File: src/hdl/sefr_pkg.sv
`default_nettype none

package sefr_pkg;

  localparam int MAX_FRAME = 256;
  // position field is 8 bits, so a frame never runs past 256 bytes
  localparam int FRAME_LIM = (MAX_FRAME < 256) ? MAX_FRAME : 256;
  localparam int MIN_FRAME = 3;

  localparam int CNT_W = 9;

  typedef enum logic [1:0] {
    REG_START_CODE = 2'd0,
    REG_END_CODE   = 2'd1,
    REG_OK_FLAG    = 2'd2,
    REG_MAX_LENGTH = 2'd3
  } reg_idx_t;

  typedef enum logic [2:0] {
    ST_OK        = 3'd0,
    ST_BAD_FLAG  = 3'd1,
    ST_LRC_ERR   = 3'd2,
    ST_READ_FAIL = 3'd3,
    ST_OVERFLOW  = 3'd4
  } status_t;

  typedef enum logic [2:0] {
    PH_HUNT  = 3'b001,
    PH_BODY  = 3'b010,
    PH_CHECK = 3'b100
  } phase_t;

  typedef struct packed {
    logic [7:0]       start_code;
    logic [7:0]       end_code;
    logic [7:0]       ok_flag;
    logic [CNT_W-1:0] max_length;
  } cfg_t;

  typedef struct packed {
    phase_t           phase;
    logic [7:0]       lrc;
    logic [CNT_W-1:0] count;
    logic             flag_matched;
  } frame_st_t;

  typedef struct packed {
    logic       emit;
    logic [7:0] data;
    logic [7:0] position;
    logic       last;
    status_t    status;
  } result_t;

  localparam frame_st_t FRAME_CLEAR = '{
    phase: PH_HUNT, lrc: 8'd0, count: '0, flag_matched: 1'b0
  };

  function automatic logic [CNT_W-1:0] eff_max(input logic [CNT_W-1:0] m);
    logic [CNT_W-1:0] r;
    r = m;
    if (r < CNT_W'(MIN_FRAME)) r = CNT_W'(MIN_FRAME);
    if (r > CNT_W'(FRAME_LIM)) r = CNT_W'(FRAME_LIM);
    return r;
  endfunction

endpackage

`default_nettype wire

File: src/hdl/sefr_core.sv
`default_nettype none

module sefr_core (
  input  sefr_pkg::cfg_t      cfg,
  input  sefr_pkg::frame_st_t st,
  input  logic [7:0]          rx_byte,
  input  logic                line_error,
  output sefr_pkg::frame_st_t st_nxt,
  output sefr_pkg::result_t   res
);
  import sefr_pkg::*;

  logic [CNT_W-1:0] lim;
  logic             flag_ok;
  logic             is_pos1;

  assign lim     = eff_max(cfg.max_length);
  assign is_pos1 = (st.count == CNT_W'(1));
  assign flag_ok = is_pos1 ? (rx_byte == cfg.ok_flag) : st.flag_matched;

  always_comb begin
    st_nxt       = st;
    res.emit     = 1'b0;
    res.data     = rx_byte;
    res.position = st.count[7:0];
    res.last     = 1'b0;
    res.status   = ST_OK;

    if (line_error) begin
      st_nxt       = FRAME_CLEAR;
      res.emit     = 1'b1;
      res.data     = 8'd0;
      res.position = 8'd0;
      res.last     = 1'b1;
      res.status   = ST_READ_FAIL;
    end else begin
      case (st.phase)
        PH_BODY, PH_CHECK: begin
          res.emit = 1'b1;
          if (st.count >= lim) begin
            st_nxt     = FRAME_CLEAR;
            res.last   = 1'b1;
            res.status = ST_OVERFLOW;
          end else if (st.phase == PH_BODY) begin
            st_nxt.lrc   = st.lrc ^ rx_byte;
            st_nxt.count = st.count + CNT_W'(1);
            if (is_pos1) st_nxt.flag_matched = (rx_byte == cfg.ok_flag);
            if (rx_byte == cfg.end_code) st_nxt.phase = PH_CHECK;
          end else begin
            // check byte closes the frame; bad flag wins over lrc mismatch
            st_nxt   = FRAME_CLEAR;
            res.last = 1'b1;
            if (!flag_ok)              res.status = ST_BAD_FLAG;
            else if (rx_byte != st.lrc) res.status = ST_LRC_ERR;
            else                       res.status = ST_OK;
          end
        end
        default: begin
          // hunting: drop everything but the start code
          st_nxt.phase = PH_HUNT;
          if (rx_byte == cfg.start_code) begin
            res.emit            = 1'b1;
            res.position        = 8'd0;
            st_nxt.lrc          = 8'd0;
            st_nxt.flag_matched = 1'b0;
            st_nxt.count        = CNT_W'(1);
            st_nxt.phase        = (rx_byte == cfg.end_code) ? PH_CHECK : PH_BODY;
          end
        end
      endcase
    end
  end

endmodule

`default_nettype wire

File: src/hdl/stx_etx_frame_receiver_lrc.sv
`default_nettype none

// channel | direction | handshake             | payload
// in      | input     | in_valid / in_ready   | in_rx_byte, in_line_error
// out     | output    | out_valid / out_ready | out_byte, out_position, out_last, out_status
// cfg     | input     | cfg_valid / cfg_ready | cfg_index, cfg_data
//
// one request per cycle sustained while out_ready stays high; a request is held in the
// input register, then its result in the result register after one pass of frame logic
// bytes dropped while hunting give no result; cfg_ready is always high
// rst_n (synchronous) restores register defaults and returns to hunting
// a stalled result holds the result register; the input register then fills
// and in_ready drops only when both are occupied

module stx_etx_frame_receiver_lrc (
  input  logic       clk,
  input  logic       rst_n,

  input  logic       in_valid,
  output logic       in_ready,
  input  logic [7:0] in_rx_byte,
  input  logic       in_line_error,

  output logic       out_valid,
  input  logic       out_ready,
  output logic [7:0] out_byte,
  output logic [7:0] out_position,
  output logic       out_last,
  output logic [2:0] out_status,

  input  logic       cfg_valid,
  output logic       cfg_ready,
  input  logic [1:0] cfg_index,
  input  logic [8:0] cfg_data
);
  import sefr_pkg::*;

  cfg_t      cfg_r;
  frame_st_t st_r;
  frame_st_t st_nxt;
  result_t   res;

  logic       s1_valid_r;
  logic [7:0] s1_byte_r;
  logic       s1_err_r;
  logic       s1_fire;
  logic       out_valid_r;
  logic       out_valid_nxt;
  logic [7:0] out_byte_r;
  logic [7:0] out_pos_r;
  logic       out_last_r;
  status_t    out_status_r;

  assign cfg_ready = 1'b1;

  always_ff @(posedge clk) begin
    if (!rst_n) begin
      cfg_r <= '{start_code: 8'd2, end_code: 8'd3, ok_flag: 8'd0,
                 max_length: CNT_W'(256)};
    end else if (cfg_valid) begin
      case (reg_idx_t'(cfg_index))
        REG_START_CODE: cfg_r.start_code <= cfg_data[7:0];
        REG_END_CODE:   cfg_r.end_code   <= cfg_data[7:0];
        REG_OK_FLAG:    cfg_r.ok_flag    <= cfg_data[7:0];
        REG_MAX_LENGTH: cfg_r.max_length <= cfg_data;
        default: ;
      endcase
    end
  end

  // input register moves on when the result register is free or draining
  assign s1_fire       = s1_valid_r && (!out_valid_r || out_ready);
  assign in_ready      = !s1_valid_r || s1_fire;
  assign out_valid_nxt = s1_fire ? res.emit : (out_valid_r && !out_ready);

  always_ff @(posedge clk) begin
    if (!rst_n) begin
      s1_valid_r <= 1'b0;
    end else if (in_ready) begin
      s1_valid_r <= in_valid;
    end
  end

  always_ff @(posedge clk) begin
    if (in_valid && in_ready) begin
      s1_byte_r <= in_rx_byte;
      s1_err_r  <= in_line_error;
    end
  end

  sefr_core u_core (
    .cfg        (cfg_r),
    .st         (st_r),
    .rx_byte    (s1_byte_r),
    .line_error (s1_err_r),
    .st_nxt     (st_nxt),
    .res        (res)
  );

  always_ff @(posedge clk) begin
    if (!rst_n) begin
      st_r        <= FRAME_CLEAR;
      out_valid_r <= 1'b0;
    end else begin
      out_valid_r <= out_valid_nxt;
      if (s1_fire) st_r <= st_nxt;
    end
  end

  always_ff @(posedge clk) begin
    if (s1_fire && res.emit) begin
      out_byte_r   <= res.data;
      out_pos_r    <= res.position;
      out_last_r   <= res.last;
      out_status_r <= res.status;
    end
  end

  assign out_valid    = out_valid_r;
  assign out_byte     = out_byte_r;
  assign out_position = out_pos_r;
  assign out_last     = out_last_r;
  assign out_status   = out_status_r;

endmodule

`default_nettype wire

File: config.mk
export PLATFORM = sky130hd
export DESIGN_NAME = stx_etx_frame_receiver_lrc
export DESIGN_NICKNAME = d
export VERILOG_FILES = /design/src/hdl/sefr_pkg.sv /design/src/hdl/sefr_core.sv /design/src/hdl/stx_etx_frame_receiver_lrc.sv
export SDC_FILE = /design/constraint.sdc
export NUM_CORES = 1
export LEC_CHECK = 0
export ABC_AREA = 1
export BUFFER_PORTS_ARGS = -buffer_cell sky130_fd_sc_hd__buf_4
export CAP_MARGIN = 20
export CORE_UTILIZATION = 60
export CTS_CLUSTER_DIAMETER = 120
export DETAILED_ROUTE_END_ITERATION = 8
export HOLD_SLACK_MARGIN = 0.05
export PLACE_DENSITY = 0.78
export SYNTH_ARGS = -nofsm -noshare
export SYNTH_HDL_FRONTEND = slang
export SYNTH_SLANG_ARGS = --single-unit
File: constraint.sdc
create_clock -name clk -period 5.7 [get_ports clk]
set_input_delay 0.855 -clock clk [delete_from_list [all_inputs] [get_ports clk]]
set_output_delay 0.855 -clock clk [all_outputs]
set_load 0.005 [all_outputs]
==> results_dict.tcl <==
set metrics [dict create \
    status "finished clean" \
    gr-usage-all-layers_pct 27.6 \
    synth_cells 583 \
    synth.distinct_cells 31 \
    post-route-util_pct 71.4 \
    cts_buffer_depth 2 \
    antenna_found_initial 0 \
    die_y_um 86.7 \
    slew_headroom_pct 28.7 \
    worst-path-buf-inv 1 \
    drt_iter0_drc 304 \
    synth_warnings 0 \
    ys_ff_latch 85 \
    grt-ovfl-total 0 \
    cts_resized 0 \
    hp-start "cfg_r[15]$_SDFFE_PN0P_" \
    regToRegStartpoint "cfg_r[2]$_SDFFE_PN0P_" \
    drt_pass1_iterations 6 \
    ctsHoldBuffers 0 \
    syn_area_um2 4300 \
    dp.cells 705 \
    cts.sinks 85 \
    drv_slew 0 \
    maxCapViolCount 0 \
    dieArea_um2 7510 \
    num_rows 30 \
    cp-startpoint "cfg_r[2]$_SDFFE_PN0P_" \
    grt_max_degree 40 \
    power_w 0.00131 \
    skew_ns 0.0119 \
    holdCritPathClass "reg -> reg" \
    cpPeakStageDelay_ns 0.38 \
    syn_area_per_cell_um2 7.38 \
    placed_area_um2 4670 \
    syn-num-nets 619 \
    synth.yosys.seq_area_share_pct 46.3 \
    worstMarginPinSlew_ns 1.07 \
    grt_pass1_wl_mm 15.7 \
    syn_to_final_growth_pct 14.1 \
    vias 3724 \
    dpl.hpwl_mm 6.97 \
    layout-drive-gt1-share_pct 11.7 \
    fin_nets 656 \
    ys.flop_type "dfxtp_1" \
    die_x_um 86.7 \
    h-tree-depth 3 \
    crit_chain "nor3_1 -> nand4_1 -> o21ai_1 -> nand2_1 -> ha_1 -> nand2_1 -> nor2_1 -> nand2_1 -> nor2_1 -> nor2_1 -> nand3_1 -> inv_1 -> nand3_1 -> a21oi_1" \
    cpMaxStageDelayCell "o21ai_1" \
    cts_tree "built" \
    cellPowerDensity_nw_per_um2 268 \
    pin_count 48 \
    end_kind "register" \
    max-vdd-ir-drop_mv 0.142 \
    hold_viol_final 0 \
    period_needed_ns 2.76 \
    portBuffers 46 \
    rsz0062_at_grt "no" \
    core_area_um2 6870 \
    insertion_delay_ns 0.36 \
    worstSetupStartpointType "register" \
    drc_errors 0 \
    cts_inserted_buffers 9 \
    finalNonFillerCells 721 \
    synth_edf_count 29 \
    stdcell_area_um2 4910 \
    fillers 585 \
    first_global_vias 3395 \
    wl_per_cell_um 13.1 \
    routabilityCongestion 0.909 \
    setup_viol 0 \
    layout_commonest_cell "nand2_1" \
    clkTransAtPathRegs_ns 0.08 \
    fmax_ghz 0.362 \
    postCtsSetupBuffers 0 \
    root_buffer "clkbuf_8" \
    critPathMaxFanout 11 \
    ant_nets 0 \
    worstPathArrival_ns 3.05 \
    required_ns 5.98 \
    mostFrequentLayoutCells "nand2_1 (144), inv_1 (86), nor2_1 (62)" \
    critical_path_class "reg -> reg" \
    routed_wl_mm 9.44 \
    tns_ns 0 \
    vias_per_cell 5.17 \
    antennaDiodeCount 0 \
    async_flop_share_pct 0 \
    leakagePower_nw 2.28 \
    start_util_pct 62.6 \
    crit_family "simple AND/OR/NAND/NOR gates" \
    timing.final.crit_share_pct 48.5 \
]
## flip-flops by register name, summed over array words and instances, names as in the netlist
| register | cells |
|---|---|
| cfg_r | 33 |
| out_byte | 8 |
| out_last | 1 |
| out_position | 8 |
| out_status | 3 |
| out_valid | 1 |
| s1_byte_r | 8 |
| s1_err_r | 1 |
| s1_valid_r | 1 |
| st_r | 21 |
## layer usage
| layer | wire length (µm) | share of wire [%] | track usage [%] |
|---|---|---|---|
| met5 | 0 | 0 | 0 |
| met4 | 131 | 1.4 | 7.12 |
| met3 | 562 | 6.0 | 7.05 |
| met2 | 4280 | 45 | 45.2 |
| met1 | 4460 | 47 | 36.7 |
## area by class of cell
class	count	area (µm²)	area share [%]
clock buffer	11	131	2.68
clock inverter	5	109	2.22
inverter	94	353	7.19
multi-input combinational	384	1860	37.8
sequential	85	1990	40.6
tap	96	120	2.45
timing repair buffer	46	345	7.04
## power breakdown
group | leakage, nW | internal [W] | switching, W | total, W
Combinational | 1.43 | 0.0000516 | 0.0000844 | 0.000136
Sequential | 0.731 | 0.000650 | 0.0000198 | 0.000670
Clock | 0.116 | 0.000294 | 0.000214 | 0.000508
Total | 2.28 | 0.000996 | 0.000318 | 0.00131
## through the flow
step	hold WS [ns]	setup slack (ns)
global placement	0.443	3.09
floorplan	0.436	3.36
CTS	0.461	2.94
finish	0.461	2.94
global route	0.487	2.60
detailed placement	0.449	2.98
## synthesized netlist by cell type (3+ instances only)
cell | instances | area, µm²
edfxtp_1 | 29 | 871
buf_4 | 3 | 22.5
clkbuf_1 | 11 | 41.3
dfxtp_1 | 56 | 1120
inv_1 | 86 | 323
xor2_1 | 12 | 105
nor2_1 | 62 | 233
inv_2 | 7 | 26.3
nand2_2 | 3 | 18.8
ha_1 | 11 | 138
buf_2 | 4 | 20.0
o211ai_1 | 4 | 30.0
nand2_1 | 144 | 541
xnor2_1 | 6 | 52.6
a21oi_1 | 43 | 215
nand4_1 | 4 | 25.0
nor3_1 | 6 | 30.0
o21ai_0 | 36 | 180
nand3_1 | 44 | 220
## path summary, 6_finish.rpt
path         slack [ns]  cells after the start                endpoint
max                2.94                     14   st_r[15]$_SDFFE_PN0P_
min                0.46                      2  cfg_r[15]$_SDFFE_PN0P_
max reg2reg        2.94                     14   st_r[15]$_SDFFE_PN0P_
min reg2reg        0.46                      2  cfg_r[15]$_SDFFE_PN0P_
## tightest hold or removal path, stage by stage (launching register included)
cell and delay [ns]:
dfxtp_1 0.32, inv_1 0.05, a21oi_1 0.05
## kinds of logic (layout without fill, tap and decap cells)
logic type / Yosys count / count (layout) / synth area share, %
and+or+nand+nor: 267 / 267 / 25.4
buffers and inverters: 114 / 156 / 10.5
AOI/OAI and AO/OA: 87 / 87 / 10.8
DFF: 85 / 85 / 46.3
xor gates and xnor gates: 18 / 18 / 3.67
adders and majority gates: 11 / 11 / 3.20
other: 1 / 1 / 0.0872
Note: power is estimated with default switching activity, not from simulation.
